## src/hdl/multilevel_feedback_scheduler_top_assert.svh

```systemverilog
// assertion macros for the multilevel feedback scheduler
`ifndef MULTILEVEL_FEEDBACK_SCHEDULER_TOP_ASSERT_SVH
`define MULTILEVEL_FEEDBACK_SCHEDULER_TOP_ASSERT_SVH
`ifndef SYNTH
`define MFS_ASSERT_IMPL(label, clk, rst, cond, msg) \
  label: assert property (@(posedge clk) disable iff (rst) (cond)) else $error(msg);
`define MFS_ASSERT_NEXT(label, clk, rst, pre, post, msg) \
  label: assert property (@(posedge clk) disable iff (rst) (pre) |=> (post)) else $error(msg);
`else
`define MFS_ASSERT_IMPL(label, clk, rst, cond, msg)
`define MFS_ASSERT_NEXT(label, clk, rst, pre, post, msg)
`endif
`endif

```

## src/hdl/mfs_pkg.sv

```systemverilog
// shared constants and types for the multilevel feedback scheduler
package mfs_pkg;
  localparam int LEVELS = 5;
  localparam int CAPACITY = 64;
  localparam int TIME_BITS = 16;
  localparam int NQUEUES = LEVELS + 1;
  localparam int ARRIVAL = LEVELS;
  localparam int SLOT_W = $clog2(CAPACITY);
  localparam int CNT_W = $clog2(CAPACITY + 1);
  localparam int Q_W = $clog2(NQUEUES);

  localparam logic [2:0] ST_ACCEPTED = 3'd0;
  localparam logic [2:0] ST_FULL     = 3'd1;
  localparam logic [2:0] ST_ORDER    = 3'd2;
  localparam logic [2:0] ST_BAD      = 3'd3;
  localparam logic [2:0] ST_IDLE     = 3'd4;
  localparam logic [2:0] ST_RAN      = 3'd5;
  localparam logic [2:0] ST_DONE     = 3'd6;

  typedef logic [SLOT_W-1:0] slot_t;
  typedef logic [TIME_BITS-1:0] time_t;

  // one process record
  typedef struct packed {
    logic [7:0] id;
    logic [2:0] level;
    time_t      start;
    logic [15:0] run;
    logic [15:0] used;
  } rec_t;

  // request from control to the record memory
  typedef struct packed {
    logic  rd;
    slot_t rd_addr;
    logic  wr;
    slot_t wr_addr;
    rec_t  wr_data;
    logic  lk_wr;
    slot_t lk_addr;
    slot_t lk_data;
  } mem_req_t;
endpackage

```

## src/hdl/mfs_store.sv

```systemverilog
// record and link memories, registered read
module mfs_store (
  input  logic              clk,
  input  mfs_pkg::mem_req_t req,
  output mfs_pkg::rec_t     rd_rec,
  output mfs_pkg::slot_t    rd_link
);
  import mfs_pkg::*;

  rec_t  rec_mem [CAPACITY];
  slot_t link_mem [CAPACITY];

  // record array
  always_ff @(posedge clk) begin
    if (req.wr) rec_mem[req.wr_addr] <= req.wr_data;
    if (req.rd) rd_rec <= rec_mem[req.rd_addr];
  end

  // link array
  always_ff @(posedge clk) begin
    if (req.lk_wr) link_mem[req.lk_addr] <= req.lk_data;
    if (req.rd) rd_link <= link_mem[req.rd_addr];
  end
endmodule

```

## config.mk

```make
export PLATFORM = sky130hd
export DESIGN_NAME = mfs_store
export DESIGN_NICKNAME = d
export VERILOG_FILES = /design/src/hdl/multilevel_feedback_scheduler_top_assert.svh /design/src/hdl/mfs_pkg.sv /design/src/hdl/mfs_store.sv
export SDC_FILE = /design/constraint.sdc
export NUM_CORES = 2
export LEC_CHECK = 0
export ABC_CLOCK_PERIOD_IN_PS = 6950
export BUFFER_PORTS_ARGS = -buffer_cell sky130_fd_sc_hd__buf_2
export CAP_MARGIN = 40
export CORE_MARGIN = 2
export CORE_UTILIZATION = 45
export DETAILED_ROUTE_END_ITERATION = 7
export PLACE_DENSITY = 0.59
export SYNTH_ARGS = -nofsm -noshare
export SYNTH_HDL_FRONTEND = slang
export SYNTH_MEMORY_MAX_BITS = 65536
export SYNTH_SLANG_ARGS = --single-unit
```

## constraint.sdc

```tcl
create_clock -name clk -period 6.95 [get_ports clk]
set_input_delay 0.3475 -clock clk [delete_from_list [all_inputs] [get_ports clk]]
set_output_delay 0.3475 -clock clk [all_outputs]
set_load 0.03 [all_outputs]
```

==> qor.txt <==
outcome: complete, no violations
most common cell after layout, fill and taps aside: edfxtp_1
GRT Total Usage: 0.265
unique cell type count in the Yosys netlist: 30
synth warn: 0
Seq/Total Area, Yosys: 0.797
Post-Syn Area: 159000 µm²
RR Endpoint: rd_rec[15]
Least-Margin Pin Slew: 1.08 ns
static leakage: 56.7 nW
Fill cells: 27.2k
Routed Wire Length: 478000 µm
CTS tree: done
R2R setup slack: 4.83 ns
DRC viols: 0
setup bufs post-CTS: 0
wire per inst: 38.6 µm
crit end category: flop
Area growth syn-to-layout: 15.2%
via count: 79.7k
PostCTS Resize Cnt: 0
CP Launch Type: input port
fin. max-slew vios: 0
Final Setup Violations: 0
Reg area: 127000 µm²
proportion of layout cells with a drive suffix above 1: 0.285
Die Ht: 599 µm
fmax: 0.363 GHz
synthesized area per cell: 23.7 µm²
Worst EP required: 7.80 ns
Hold Crit Class: input port to flop
multi-input logic area: 31000 µm²
Row Count: 218
CTS clock-pin slew for the worst setup and hold paths: 0.06 ns
syn_nets: 6792
number of CTS-inserted buffers: 424
I/O pin total: 152
FF+latch count, synth: 4225
initial antenna violation count: 41
Final Skew: 0.0381 ns
Clock Tree Buf Depth: 4
critical path peak fanout: 110
Sink Count: 4225
Iter 0 DRT Violations: 12.9k
Setup Total Neg Slack: 0 ns
Post-layout nets: 7352
largest net degree at the start of global routing: 111
input/output buffers: 151
fin crit share: 0.396
WHS: 0.0839 ns
Die Width: 599 µm
reg2reg start: rec_mem[6][15]
final hold vios: 0
Peak VDD IR: 0.000220 V
design area: 183000 µm²
final antenna-violating net count: 0
initial core utilization: 0.452
First-pass DRT Iterations: 6
Cell Pwr Density: 291 nW/µm²
hold_sp: req[13]
minimum clock period: 2.75 ns
GPL Wtd Cong: 0.784
worst skew pair latency: 0.97 ns
DIE AREA: 358000 µm²
Setup Crit Path Kind: input port to flop
R2R depth: 4
max_slew headroom: 0.283
CTS root buffer: clkbuf_16
Worst Hold Path Cells: 1
first-pass GRT wire length: 653000 µm
H-Tree Level Count: 5
DP HPWL: 258000 µm
max cap viols: 0
RSZ-0062 raised after global routing: false
Mapped Cells: 6705
Avg Vias per Cell: 6.44
Placed Area: 169000 µm²
most frequent cells in the layout: 4225 x edfxtp_1, 1040 x mux4_2, 428 x clkbuf_16, 260 x a22oi_1, 149 x buf_4
vias in the first global route: 78.7k
GR Overflow Total: 0
Core Area: 352000 µm²
hold buffer count at cts: 46
Hold EP: rec_mem[23][0]
Worst Path Arrival: 3.61 ns
## through the flow
stage          total power [W]  utilization  setup WS [ns]  cells
3_3_place_gp            0.0314        0.473           3.22  11391
4_1_cts                 0.0536        0.519           4.28  12313
5_1_grt                 0.0547        0.520           4.12  12350
2_1_floorplan           0.0302            -           1.38   6705
3_5_place_dp            0.0315        0.479           3.25  11491
6_report                0.0534        0.520           4.20  12364
## worst max-delay path, stage by stage
cell	delay (ns)
buf_8	0.57
buf_12	0.53
buf_4	0.53
mux4_2	0.28
mux2i_1	0.07
a211oi_1	0.64
o211a_1	0.21
## final cells by class
type	instances	share of cell area
flip-flops and latches	4225	0.692
multi-input cells	2090	0.169
clock buffers	520	0.0603
repair buffers	524	0.0328
well taps	4730	0.0323
clock inverters	256	0.0131
diodes	19	0.000259
## sequential cells by signal (all words and copies together), names as in the netlist
name      flops
link_mem    384
rd_link       6
rd_rec       59
rec_mem    3776
## per-layer routing
| metal | global-route usage | wire [µm] | vias up |
|---|---|---|---|
| met1 | 0.384 | 189000 | 43805 |
| met5 | 0 | 50 | - |
| met2 | 0.420 | 228000 | 4788 |
| li1 | - | - | 30319 |
| met4 | 0.0747 | 13700 | 8 |
| met3 | 0.0415 | 46700 | 750 |
## cells in the mapped netlist, drive strengths merged
cell | n | share of area
or3 | 4 | 0.00016
a21oi | 33 | 0.0010
edfxtp | 4225 | 0.80
nand3 | 109 | 0.0034
nand4b | 1 | 0.000055
nor2 | 196 | 0.0046
mux2i | 66 | 0.0042
nor2b | 11 | 0.00043
nand2 | 13 | 0.00031
a211oi | 31 | 0.0015
mux4 | 1040 | 0.15
clkbuf | 159 | 0.0038
a22oi | 260 | 0.012
nor3 | 4 | 0.00013
a221oi | 1 | 0.000055
o22ai | 96 | 0.0038
or2 | 2 | 0.000079
nor4bb | 1 | 0.000063
and2 | 3 | 0.00012
nand3b | 39 | 0.0018
buf | 231 | 0.0076
or3b | 6 | 0.00033
o221ai | 98 | 0.0054
nand4 | 3 | 0.00012
nand2b | 8 | 0.00031
o211a | 65 | 0.0041
## kinds of logic (layout without fill, tap and decap cells)
group | after synthesis | in the layout | share of synthesized area
other | 0 | 19 | 0
AOI/OAI and AO/OA | 584 | 584 | 0.0281
and+or+nand+nor | 400 | 400 | 0.0120
DFF | 4225 | 4225 | 0.797
buffers and inverters | 390 | 1300 | 0.0113
muxes | 1106 | 1106 | 0.151
## worst max path at each step
| stage | endpoint | cells after the start | startpoint |
|---|---|---|---|
| after floorplan | rec_mem[18][0] | 4 | req[77] |
| after detailed placement | rd_rec[35] | 7 | req[80] |
| after global placement | rd_rec[56] | 7 | req[80] |
| after global routing | rd_rec[52] | 7 | req[79] |
| after CTS | rd_rec[35] | 7 | req[80] |
| final | rd_rec[35] | 7 | req[80] |
## power by group
part | internal, W | switching (W) | total (W)
Combinational | 0.000956 | 0.00168 | 0.00263
Clock | 0.0127 | 0.00971 | 0.0224
Sequential | 0.0283 | 0.000102 | 0.0284
Total | 0.0419 | 0.0115 | 0.0534
(Power assumes the default switching activity.)
