<file path="src/hdl/multilevel_feedback_scheduler_top_assert.svh">
// assertion macros for the multilevel feedback scheduler
`ifndef MULTILEVEL_FEEDBACK_SCHEDULER_TOP_ASSERT_SVH
`define MULTILEVEL_FEEDBACK_SCHEDULER_TOP_ASSERT_SVH
`ifndef SYNTH
`define MFS_ASSERT_IMPL(label, clk, rst, cond, msg) \
  label: assert property (@(posedge clk) disable iff (rst) (cond)) else $error(msg);
`define MFS_ASSERT_NEXT(label, clk, rst, pre, post, msg) \
  label: assert property (@(posedge clk) disable iff (rst) (pre) |=> (post)) else $error(msg);
`else
`define MFS_ASSERT_IMPL(label, clk, rst, cond, msg)
`define MFS_ASSERT_NEXT(label, clk, rst, pre, post, msg)
`endif
`endif

</file>
<file path="src/hdl/mfs_pkg.sv">
// shared constants and types for the multilevel feedback scheduler
package mfs_pkg;
  localparam int LEVELS = 5;
  localparam int CAPACITY = 64;
  localparam int TIME_BITS = 16;
  localparam int NQUEUES = LEVELS + 1;
  localparam int ARRIVAL = LEVELS;
  localparam int SLOT_W = $clog2(CAPACITY);
  localparam int CNT_W = $clog2(CAPACITY + 1);
  localparam int Q_W = $clog2(NQUEUES);

  localparam logic [2:0] ST_ACCEPTED = 3'd0;
  localparam logic [2:0] ST_FULL     = 3'd1;
  localparam logic [2:0] ST_ORDER    = 3'd2;
  localparam logic [2:0] ST_BAD      = 3'd3;
  localparam logic [2:0] ST_IDLE     = 3'd4;
  localparam logic [2:0] ST_RAN      = 3'd5;
  localparam logic [2:0] ST_DONE     = 3'd6;

  typedef logic [SLOT_W-1:0] slot_t;
  typedef logic [TIME_BITS-1:0] time_t;

  // one process record
  typedef struct packed {
    logic [7:0] id;
    logic [2:0] level;
    time_t      start;
    logic [15:0] run;
    logic [15:0] used;
  } rec_t;

  // request from control to the record memory
  typedef struct packed {
    logic  rd;
    slot_t rd_addr;
    logic  wr;
    slot_t wr_addr;
    rec_t  wr_data;
    logic  lk_wr;
    slot_t lk_addr;
    slot_t lk_data;
  } mem_req_t;
endpackage

</file>
<file path="src/hdl/mfs_ctrl.sv">
// sequencer: submit, admission loop, run and relink
module mfs_ctrl (
  input  logic              clk,
  input  logic              rst,
  input  logic              start,
  input  logic              req_type,
  input  logic [2:0]        priority_req,
  input  logic [15:0]       start_tick,
  input  logic [15:0]       run_quanta,
  output logic              busy,
  output logic              done,
  output logic [2:0]        status,
  output logic [7:0]        process_id,
  output logic [2:0]        run_level,
  output logic [2:0]        next_level,
  output logic [15:0]       time_now,
  output logic              pending,
  output mfs_pkg::mem_req_t req,
  input  mfs_pkg::rec_t     rd_rec,
  input  mfs_pkg::slot_t    rd_link
);
  import mfs_pkg::*;
  `include "multilevel_feedback_scheduler_top_assert.svh"

  localparam logic [2:0] S_IDLE = 3'd0;
  localparam logic [2:0] S_ARD  = 3'd1;
  localparam logic [2:0] S_ACHK = 3'd2;
  localparam logic [2:0] S_PICK = 3'd3;
  localparam logic [2:0] S_RCHK = 3'd4;
  localparam logic [2:0] S_OUT  = 3'd5;

  logic [2:0] state;
  slot_t qhead [NQUEUES];
  slot_t qtail [NQUEUES];
  logic [NQUEUES-1:0] qne;
  slot_t free_slots [CAPACITY];
  slot_t free_top;
  slot_t free_rd_addr;
  logic rel_en;
  logic [CNT_W-1:0] free_count;
  logic [CNT_W-1:0] init_cnt;
  time_t tick_count, last_start;
  logic [7:0] next_seq;
  logic [Q_W-1:0] run_q;
  slot_t cur;

  // push/pop helper signals, at most one pop and one push per cycle
  logic push_en, pop_en;
  logic [Q_W-1:0] push_q, pop_q;
  slot_t push_s;
  logic link_fix;
  logic sub_ok;

  logic [NQUEUES-1:0] qne_next;
  logic found;
  logic [Q_W-1:0] low_q;
  logic [15:0] used_inc;

  // lowest non-empty level
  always_comb begin
    found = 1'b0;
    low_q = '0;
    for (int i = LEVELS - 1; i >= 0; i--) begin
      if (qne[i]) begin
        found = 1'b1;
        low_q = Q_W'(i);
      end
    end
  end

  assign used_inc = rd_rec.used + 16'd1;
  assign busy = (state != S_IDLE) || (init_cnt != CNT_W'(CAPACITY));
  assign pending = |qne;

  // submit that passes every check
  assign sub_ok = start && !busy && !req_type && priority_req < 3'(LEVELS)
                  && run_quanta != 16'd0 && start_tick >= last_start
                  && start_tick >= tick_count && free_count != '0;

  // queue control decode
  always_comb begin
    push_en = 1'b0; pop_en = 1'b0;
    push_q = '0; pop_q = '0; push_s = '0;
    req = '0;
    req.wr_data = rd_rec;
    unique case (state)
      S_IDLE: begin
        if (sub_ok) begin
          push_en = 1'b1;
          push_q = Q_W'(ARRIVAL);
          push_s = free_top;
          req.wr = 1'b1;
          req.wr_addr = push_s;
          req.wr_data.id = next_seq;
          req.wr_data.level = priority_req;
          req.wr_data.start = start_tick;
          req.wr_data.run = run_quanta;
          req.wr_data.used = '0;
        end
      end
      S_ARD: begin
        req.rd = 1'b1;
        req.rd_addr = qhead[ARRIVAL];
      end
      S_ACHK: begin
        if (qne[ARRIVAL] && rd_rec.start == tick_count) begin
          pop_en = 1'b1;
          pop_q = Q_W'(ARRIVAL);
          push_en = 1'b1;
          push_q = Q_W'(rd_rec.level);
          push_s = qhead[ARRIVAL];
        end
      end
      S_PICK: begin
        req.rd = found;
        req.rd_addr = qhead[low_q];
      end
      S_RCHK: begin
        pop_en = 1'b1;
        pop_q = run_q;
        req.wr = 1'b1;
        req.wr_addr = cur;
        req.wr_data.used = used_inc;
        if (used_inc < rd_rec.run) begin
          push_en = 1'b1;
          push_q = (run_q < Q_W'(LEVELS - 1)) ? run_q + 1'b1 : run_q;
          push_s = cur;
          req.wr_data.level = 3'(push_q);
        end
      end
      S_OUT: ;
      default: ;
    endcase
    // old tail links to the pushed slot when the queue stays non-empty
    link_fix = push_en && qne[push_q]
               && !(pop_en && pop_q == push_q && qhead[pop_q] == qtail[pop_q]);
    if (link_fix) begin
      req.lk_wr = 1'b1;
      req.lk_addr = qtail[push_q];
      req.lk_data = push_s;
    end
    qne_next = qne;
    if (pop_en && qhead[pop_q] == qtail[pop_q]) qne_next[pop_q] = 1'b0;
    if (push_en) qne_next[push_q] = 1'b1;
  end

  // free-slot stack, filled after reset with slot 0 on top
  assign rel_en = (state == S_RCHK) && !push_en;
  assign free_rd_addr = free_count[SLOT_W-1:0] - SLOT_W'(1);

  always_ff @(posedge clk) begin
    if (init_cnt != CNT_W'(CAPACITY)) begin
      free_slots[SLOT_W'(CAPACITY - 1) - init_cnt[SLOT_W-1:0]] <= init_cnt[SLOT_W-1:0];
    end else if (rel_en) begin
      free_slots[free_count[SLOT_W-1:0]] <= cur;
    end
    free_top <= free_slots[free_rd_addr];
  end

  // sequencing and queue registers
  always_ff @(posedge clk) begin
    if (rst) begin
      state <= S_IDLE;
      qne <= '0;
      free_count <= CNT_W'(CAPACITY);
      init_cnt <= '0;
      tick_count <= '0;
      last_start <= '0;
      next_seq <= '0;
      done <= 1'b0;
      for (int i = 0; i < NQUEUES; i++) begin
        qhead[i] <= '0;
        qtail[i] <= '0;
      end
    end else begin
      done <= 1'b0;
      if (init_cnt != CNT_W'(CAPACITY)) begin
        init_cnt <= init_cnt + 1'b1;
      end
      qne <= qne_next;
      if (pop_en && qhead[pop_q] != qtail[pop_q]) qhead[pop_q] <= rd_link;
      if (push_en) begin
        qtail[push_q] <= push_s;
        if (!link_fix) qhead[push_q] <= push_s;
      end
      unique case (state)
        S_IDLE: begin
          if (start && !busy) begin
            time_now <= tick_count;
            process_id <= sub_ok ? next_seq : 8'd0;
            run_level <= '0; next_level <= '0;
            if (req_type) begin
              state <= S_ARD;
            end else begin
              state <= S_OUT;
              if (priority_req >= 3'(LEVELS) || run_quanta == 16'd0) status <= ST_BAD;
              else if (start_tick < last_start || start_tick < tick_count) status <= ST_ORDER;
              else if (free_count == '0) status <= ST_FULL;
              else begin
                status <= ST_ACCEPTED;
                free_count <= free_count - 1'b1;
                last_start <= start_tick;
                next_seq <= next_seq + 8'd1;
              end
            end
          end
        end
        S_ARD: state <= S_ACHK;
        S_ACHK: state <= pop_en ? S_ARD : S_PICK;
        S_PICK: begin
          run_q <= low_q;
          cur <= qhead[low_q];
          if (found) state <= S_RCHK;
          else begin
            status <= ST_IDLE;
            state <= S_OUT;
            if (tick_count != '1) tick_count <= tick_count + 1'b1;
          end
        end
        S_RCHK: begin
          process_id <= rd_rec.id;
          run_level <= 3'(run_q);
          if (tick_count != '1) tick_count <= tick_count + 1'b1;
          if (push_en) begin
            status <= ST_RAN;
            next_level <= 3'(push_q);
          end else begin
            status <= ST_DONE;
            free_count <= free_count + 1'b1;
          end
          state <= S_OUT;
        end
        S_OUT: begin
          done <= 1'b1;
          state <= S_IDLE;
        end
        default: state <= S_IDLE;
      endcase
    end
  end

  `MFS_ASSERT_IMPL(a_free_range, clk, rst, free_count <= CNT_W'(CAPACITY), "free count overflow")
  `MFS_ASSERT_NEXT(a_done_pulse, clk, rst, done, !done, "done held two cycles")
  `MFS_ASSERT_IMPL(a_done_idle, clk, rst, !done || state == S_IDLE, "done outside idle")
  `MFS_ASSERT_IMPL(a_link_self, clk, rst, !req.lk_wr || req.lk_addr != req.lk_data, "self link")
endmodule

</file>
<file path="config.mk">
export PLATFORM = sky130hd
export DESIGN_NAME = mfs_ctrl
export DESIGN_NICKNAME = d
export VERILOG_FILES = /design/src/hdl/mfs_pkg.sv /design/src/hdl/mfs_ctrl.sv
export VERILOG_INCLUDE_DIRS = /design/src /design/src/hdl
export SDC_FILE = /design/constraint.sdc
export NUM_CORES = 1
export LEC_CHECK = 0
export BUFFER_PORTS_ARGS = -buffer_cell sky130_fd_sc_hd__buf_4
export CAP_MARGIN = 20
export CORE_MARGIN = 2
export CORE_UTILIZATION = 55
export DETAILED_ROUTE_END_ITERATION = 16
export GPL_TIMING_DRIVEN = 0
export PLACE_DENSITY = 0.77
export SLEW_MARGIN = 20
export SYNTH_ARGS = -nofsm -noshare
export SYNTH_HDL_FRONTEND = slang
export SYNTH_SLANG_ARGS = --single-unit
</file>
<file path="constraint.sdc">
create_clock -name clk -period 6.2 [get_ports clk]
set_input_delay 0.93 -clock clk [delete_from_list [all_inputs] [get_ports clk]]
set_output_delay 0.93 -clock clk [all_outputs]
set_load 0.05 [all_outputs]
</file>
==> results.md, run 1 <==
* Status: complete, but fails checks
* Failing checks: setup timing
* Net count after synthesis at 2283
* Chip Width at 231 um
* Buffering stage count on the worst path with inverters included at 7
* Aggregate global-route resource usage at 0.338
* Count of boundary I/O pins at 226
* TritonCTS clock tree: yes
* Antenna diode count at 0
* Number of nets at the end of the flow at 2606
* Arrival time of data at the critical path endpoint at 5.39 ns
* Power Density at 307 nW/um2
* Count of flip-flops with a built-in enable after synthesis at 522
* Yosys warning total at 0
* Pleak at 12.0 nW
* Mean cell area of the mapped netlist at 13.4 um2
* Element type at the critical path end: output pin
* Reg-to-reg setup timing slack at 0.78 ns
* Routed len/inst at 28.6 um
* Final global-route overflow total at 0
* Clock root cell: sky130_fd_sc_hd__clkbuf_16
* Power after layout at 10.4 mW
* Post-detailed-route via-to-cell ratio at 6.49
* DP Worst Slack at -1.26 ns
* Depth of the CTS H-tree at 2
* Violation count after the first detailed-route iteration at 2716
* Post-cts hold buffer count at 0
* Antenna violations before repair at 6
* Post-synthesis sequential area ratio at 0.603
* Clock Pin Slew Worst Setup and Hold Paths at 0.06 ns
* Layout cells sized above 1 at 0.252
* Most used flip-flop cell after synthesis: sky130_fd_sc_hd__edfxtp_1
* Clock tree buffer depth at 3
* CP max stage delay at 0.52 ns
* Classification of the worst-slack hold path: flop to flop
* Floorplan Core Area at 51100 um2
* Register bit count reported by yosys at 592
* Floorplan die area at 53300 um2
* Total half-perimeter wirelength after legalization and detailed placement at 64.1 mm
* Worst Setup Start Kind: primary input
* 1st-pass router iterations at 6
* Number of buffers inserted during clock tree synthesis at 58
* Effective utilization at floorplan at 0.554
* Unrepaired setup endpoints after global routing: true
* Fill cell count at 3629
* Async S/R FF share, synth at 0
* Number of sinks handled by clock tree synthesis at 592
* Period utilisation layout at 1.02
* Number of distinct library cells after synthesis at 78
* Total area of sequential cells at 17100 um2
* Maximum clock rate at 158 MHz
* Placer's final routability congestion estimate at 0.999
* Vias after detailed routing at 20600
* Total of max-cap violations at 0
* Final Hold Viols at 0
* Clock skew at 0.0309 ns
* Cells after synthesis at 2118
* Count of port buffers added during placement at 218
* Maximum number of pins on one net before global-route repair at 65
* Number of pins with negative max-slew slack in the final report at 0
* Setup Viol. Count Final at 13
* Post-detailed-route DRC marker count at 0
* Minimum setup slack in the final design at -0.121 ns
* Y dimension of the die at 231 um
* Classification of the worst setup path: primary input to output pin
* Max FO, Critical Path at 8
* Clock latency on the worst-skew pair at 0.65 ns
* Cell area after synthesis at 28300 um2
* Placed Cells at 3022
* Growth of design area from synthesis to finish at 19.7%
* Post-route insts no fill at 3170
* Worst-case headroom to the max-slew limit at 0.242
* Maximum vdd drop at 0.396 mV
* Total detailed-routing wirelength at 90.5 mm
* Via count of the first global-routing pass at 20300
* Clock period minus final worst setup slack at 6.32 ns
* Core Rows at 83
* Wire length of the first global-routing pass at 132 mm
* Final TNS setup at -0.867 ns
* Multi-input gate area in the final layout at 10900 um2
* Slew at the pin with the worst max-slew slack at 1.13 ns
* Hold WS at 0.495 ns
* Worst Path Required at 5.27 ns
* Kind of cell with the highest combined delay on the critical path: compound AO/OA/AOI/OAI gates
* Routed Antenna Nets at 0
* Crit path max-delay cell type: sky130_fd_sc_hd__a2111o_2
Yosys cell counts, drive strengths merged (15+ instances only):
cell    instances  share of area
buf            37         0.0064
xor2           37          0.011
and3           15         0.0033
clkbuf         86          0.011
mux2           28          0.011
dfxtp          70          0.050
nor2          240          0.032
mux2i          58          0.021
mux4          134           0.11
a21oi          61          0.011
nand4          23         0.0053
edfxtp        522           0.55
ha             60          0.027
nand2         211          0.028
a22o           49          0.015
nor3           30         0.0055
nand3          78          0.014
xnor2          44          0.014
o21ai          67          0.012
inv            78          0.010
power breakdown:
group | total (mW) | internal [mW] | switching [mW]
Combinational | 2.11 | 0.780 | 1.33
Sequential | 4.53 | 4.44 | 0.0855
Clock | 3.77 | 2.21 | 1.56
cells in the final DEF, fill, tap and decap left out, types with 10 or more instances in the layout:
cell type	instances
sky130_fd_sc_hd__buf_1	18
sky130_fd_sc_hd__nor4_1	11
sky130_fd_sc_hd__xor2_1	35
sky130_fd_sc_hd__nand4_1	22
sky130_fd_sc_hd__nor2b_1	10
sky130_fd_sc_hd__clkbuf_2	14
sky130_fd_sc_hd__nand2_1	204
sky130_fd_sc_hd__inv_1	75
sky130_fd_sc_hd__o21ai_0	63
sky130_fd_sc_hd__buf_4	246
sky130_fd_sc_hd__nand3_1	75
sky130_fd_sc_hd__clkbuf_16	61
sky130_fd_sc_hd__xnor2_1	43
sky130_fd_sc_hd__a21o_1	10
sky130_fd_sc_hd__a32o_1	10
sky130_fd_sc_hd__clkinv_2	12
sky130_fd_sc_hd__clkbuf_1	80
sky130_fd_sc_hd__nor3_1	23
sky130_fd_sc_hd__and3_1	14
sky130_fd_sc_hd__dfxtp_1	70
sky130_fd_sc_hd__o22ai_1	10
sky130_fd_sc_hd__mux4_2	134
sky130_fd_sc_hd__edfxtp_1	522
sky130_fd_sc_hd__mux2i_1	58
sky130_fd_sc_hd__mux2_2	27
sky130_fd_sc_hd__buf_6	14
sky130_fd_sc_hd__buf_2	11
sky130_fd_sc_hd__nor2_1	226
sky130_fd_sc_hd__ha_1	59
sky130_fd_sc_hd__a31oi_1	14
sky130_fd_sc_hd__a21oi_1	55
sky130_fd_sc_hd__a22o_1	49
stage by stage:
stage / utilization / instance area (um2)
after CTS: 0.656 / 33500
after floorplan: - / 28300
final: 0.663 / 33900
after global placement: 0.604 / 30800
after global routing: 0.663 / 33900
after detailed placement: 0.606 / 31000
layout make-up:
| cell class | instances | area share |
|---|---|---|
| repair buffers | 267 | 0.0645 |
| clock buffers | 75 | 0.0472 |
| plain buffers | 119 | 0.0162 |
| clock inverters | 34 | 0.0136 |
| multi-input cells | 1323 | 0.320 |
| well taps | 680 | 0.0251 |
| flip-flops and latches | 592 | 0.504 |
| inverters | 80 | 0.00905 |
worst reg2reg max path, stage by stage, from the launching register on:
cell and delay (ns):
sky130_fd_sc_hd__dfxtp_1 0.48, sky130_fd_sc_hd__xor2_1 0.12, sky130_fd_sc_hd__nor4_1 0.36, sky130_fd_sc_hd__and3_1 0.42
sky130_fd_sc_hd__buf_2 0.32, sky130_fd_sc_hd__a21oi_1 0.29, sky130_fd_sc_hd__a221oi_1 0.57, sky130_fd_sc_hd__xor2_1 0.12
sky130_fd_sc_hd__nor4_1 0.43, sky130_fd_sc_hd__nand4_1 0.36, sky130_fd_sc_hd__o32ai_4 0.43, sky130_fd_sc_hd__and2_4 0.21
sky130_fd_sc_hd__buf_12 0.14, sky130_fd_sc_hd__clkbuf_16 0.18, sky130_fd_sc_hd__buf_4 0.14, sky130_fd_sc_hd__buf_4 0.17
sky130_fd_sc_hd__a211o_1 0.36
state kept, by name, summed over array words and instances, names as in the netlist:
register,cells
time_now,16
tick_count,16
process_id,8
free_top,6
free_slots,384
status,3
next_level,3
run_q,3
free_count,7
done,1
qne,6
qhead,48
state,3
last_start,16
init_cnt,7
run_level,3
cur,6
qtail,48
next_seq,8
kinds of logic after synthesis:
group | count (synthesis) | share of synthesized area
AND/OR/NAND/NOR | 658 | 0.103
flip-flops | 592 | 0.603
AO/OA/AOI/OAI | 303 | 0.0751
multiplexers | 220 | 0.138
buffers and inverters | 203 | 0.0284
XOR/XNOR | 81 | 0.0251
adder cells (fa/ha/maj) | 61 | 0.0272
metal layers:
layer,global-route usage,part of all wire
met1,0.427,0.36
met2,0.554,0.48
met3,0.0791,0.11
met4,0.166,0.053
met5,0,0.00096
repair_timing:
item                                    in CTS  in global routing
gates cloned                                 0                  1
pin swaps                                   24                 31
buffers inserted                            28                 14
endpoints found under the hold margin        0                  0
gates resized for setup                     73                 56
endpoints found under the setup margin      95                 26
path summary, 6_finish.rpt:
kind                                      from             to  cells after the start
worst max-delay path                 rd_rec[5]         req[7]                     25
worst min-delay path             last_start[2]  last_start[2]                      2
worst max register to register  tick_count[12]    qhead[0][2]                     16
worst min register to register   last_start[2]  last_start[2]                      2
(Power assumes the default switching activity.)
==> inputs of run 2 (changes only) <==
BUFFER_PORTS_ARGS = -buffer_cell sky130_fd_sc_hd__buf_2   (was -buffer_cell sky130_fd_sc_hd__buf_4)
==> results.md, run 2 (synthesized netlist as in run 1, its figures left out) <==
* Status: complete, but fails checks
* Failing checks: setup timing
* CP Launch Point: rd_rec[5]
* Maximum clock rate at 158 MHz (about the same)
* Clock skew at 0.0332 ns (+0.00227 ns)
* Count of boundary I/O pins at 226 (unchanged)
* Number of pins with negative max-slew slack in the final report at 0 (unchanged)
* Most common library cell in the layout ignoring fill and taps: sky130_fd_sc_hd__edfxtp_1
* Y dimension of the die at 231 um (unchanged)
* Worst Setup Start Kind: primary input
* TritonCTS clock tree: yes
* Depth of the CTS H-tree at 2 (unchanged)
* Setup Viol. Count Final at 11 (-2)
* Final core occ at 0.649 (-0.0138)
* Post-detailed-route via-to-cell ratio at 6.48 (-0.14%)
* Maximum number of pins on one net before global-route repair at 45 (-31%)
* Floorplan Core Area at 51100 um2 (unchanged)
* Aggregate global-route resource usage at 0.334 (-0.00462)
* Violation count after the first detailed-route iteration at 2730 (+0.52%)
* Total half-perimeter wirelength after legalization and detailed placement at 64.4 mm (+0.51%)
* Via count of the first global-routing pass at 20000 (-1.7%)
* Clock period minus final worst setup slack at 6.32 ns (-0.000962 ns)
* Arrival time of data at the critical path endpoint at 5.39 ns (about the same)
* Pleak at 11.7 nW (-2.0%)
* Clock Pin Slew Worst Setup and Hold Paths at 0.06 ns (about the same)
* Fill cell count at 3689 (+1.7%)
* Reg-to-reg setup timing slack at 1.05 ns (+0.27 ns)
* Clock root cell: sky130_fd_sc_hd__clkbuf_16
* Number of buffers inserted during clock tree synthesis at 59 (+1.7%)
* Slew at the pin with the worst max-slew slack at 1.07 ns (-0.0619 ns)
* Routed Antenna Nets at 0 (unchanged)
* Hold WS at 0.493 ns (-0.00114 ns)
* Placer's final routability congestion estimate at 1.00 (+0.48%)
* Placed Cells at 3023 (+0.033%)
* Worst Path Required at 5.27 ns (about the same)
* Growth of design area from synthesis to finish at 17.2%
* Final global-route overflow total at 0 (unchanged)
* Total of max-cap violations at 0 (unchanged)
* Classification of the worst setup path: primary input to output pin
* Wire length of the first global-routing pass at 130 mm (-1.6%)
* Number of sinks handled by clock tree synthesis at 592 (unchanged)
* Worst-case headroom to the max-slew limit at 0.288 (+0.0463)
* Element type at the critical path end: output pin
* Vias after detailed routing at 20600 (-0.015%)
* Post-route insts no fill at 3174 (+0.13%)
* Minimum setup slack in the final design at -0.120 ns (+0.000962 ns)
* Clock latency on the worst-skew pair at 0.65 ns (about the same)
* Antenna violations before repair at 4 (-2)
* Post-cts hold buffer count at 0 (unchanged)
* Layout cells sized above 1 at 0.246 (-0.00622)
* Total detailed-routing wirelength at 89.3 mm (-1.3%)
* Classification of the worst-slack hold path: flop to flop
* Unrepaired setup endpoints after global routing: true
* Leading cell types in the layout, fill and taps excluded: 522 x sky130_fd_sc_hd__edfxtp_1, 230 x sky130_fd_sc_hd__nor2_1, 211 x sky130_fd_sc_hd__buf_2
* Routed len/inst at 28.1 um (-1.4%)
* Effective utilization at floorplan at 0.554 (unchanged)
* Origin of the critical flop-to-flop path: state[1]
* Final Hold Viols at 0 (unchanged)
* Final TNS setup at -0.710 ns (+0.157 ns)
* Maximum vdd drop at 0.313 mV (-21%)
* Power Density at 304 nW/um2 (-1.2%)
* Clock tree buffer depth at 3 (unchanged)
* 1st-pass router iterations at 6 (unchanged)
* Flip-flop count of the largest register, all copies and words added at 384 (unchanged)
* Post-detailed-route DRC marker count at 0 (unchanged)
* Floorplan die area at 53300 um2 (unchanged)
* Number of nets at the end of the flow at 2607 (+0.038%)
* Period utilisation layout at 1.02 (about the same)
* Chip Width at 231 um (unchanged)
* Beginning of the worst hold path: last_start[8]
* Core Rows at 83 (unchanged)
* Max FO, Critical Path at 9 (+1)
* Count of port buffers added during placement at 218 (unchanged)
## run 2: changes by cell type in the layout (fill, tap and decap cells not counted), sizes merged
cell / change
clkinvlp: -1
inv: -1
diode: +2
clkinv: +9
bufinv: -5
## run 2: layout make-up
type / instances / area (um2) / area share
plain buffers: 119 / 537 / 0.0162
well taps: 680 / 851 / 0.0257
repair buffers: 267 / 1660 / 0.0501
diodes: 2 / 5.00 / 0.000151
multi-input cells: 1323 / 10800 / 0.327
inverters: 80 / 304 / 0.00917
clock buffers: 75 / 1570 / 0.0472
flip-flops and latches: 592 / 17100 / 0.515
clock inverters: 36 / 327 / 0.00985
## run 2: metrics by stage
stage	worst slack, ns	total power, mW	instance area, um2
after CTS	0.0311	10.0	32800
after detailed placement	-1.69	6.56	30500
after global routing	-0.240	10.3	33200
final	-0.120	10.1	33200
after global placement	-1.57	6.51	30300
after floorplan	-0.225	5.89	28300
## run 2: power breakdown
part           internal (mW)  leakage (nW)  switching [mW]
Sequential              4.44          5.50          0.0864
Clock                   1.96         0.913            1.54
Combinational          0.719          5.30            1.32
## run 2: worst paths after layout
check                                     end  cells past startpoint
worst max register to register    qhead[4][1]                     16
worst min-delay path            last_start[8]                      2
worst max-delay path                   req[8]                     26
worst min register to register  last_start[8]                      2
## run 2: repair_timing
action / 4_1_cts / 5_1_grt
setup buffers: 18 / 24
resized for setup: 89 / 56
pin swaps: 19 / 23
setup endpoints to repair: 139 / 34
hold endpoints to repair: 0 / 0
## run 2: per-layer routing
layer / vias to the layer above / part of all wire / track usage
met3: 245 / 0.10 / 0.0588
met2: 1377 / 0.48 / 0.543
li1: 8733 / - / -
met1: 10200 / 0.37 / 0.437
met4: 4 / 0.049 / 0.163
met5: - / 0.00029 / 0
## run 2: critical path, stage by stage
cell                         delay, ns
sky130_fd_sc_hd__buf_6            0.07
sky130_fd_sc_hd__clkinvlp_4       0.15
sky130_fd_sc_hd__nor2_4           0.20
sky130_fd_sc_hd__nand2_4          0.09
sky130_fd_sc_hd__nor2_4           0.18
sky130_fd_sc_hd__nand2_2          0.09
sky130_fd_sc_hd__nor2_4           0.09
sky130_fd_sc_hd__and3_4           0.22
sky130_fd_sc_hd__xor2_4           0.19
sky130_fd_sc_hd__ha_4             0.23
sky130_fd_sc_hd__nand4_1          0.09
sky130_fd_sc_hd__buf_4            0.15
sky130_fd_sc_hd__a211oi_2         0.04
sky130_fd_sc_hd__a2111o_2         0.57
sky130_fd_sc_hd__nor4_4           0.30
sky130_fd_sc_hd__buf_4            0.16
sky130_fd_sc_hd__a21oi_2          0.03
sky130_fd_sc_hd__nand2b_1         0.14
sky130_fd_sc_hd__mux2_4           0.33
sky130_fd_sc_hd__a21oi_4          0.16
sky130_fd_sc_hd__o32ai_4          0.13
sky130_fd_sc_hd__and2_4           0.23
sky130_fd_sc_hd__buf_12           0.15
sky130_fd_sc_hd__buf_4            0.13
sky130_fd_sc_hd__a21oi_2          0.12
sky130_fd_sc_hd__buf_6            0.18
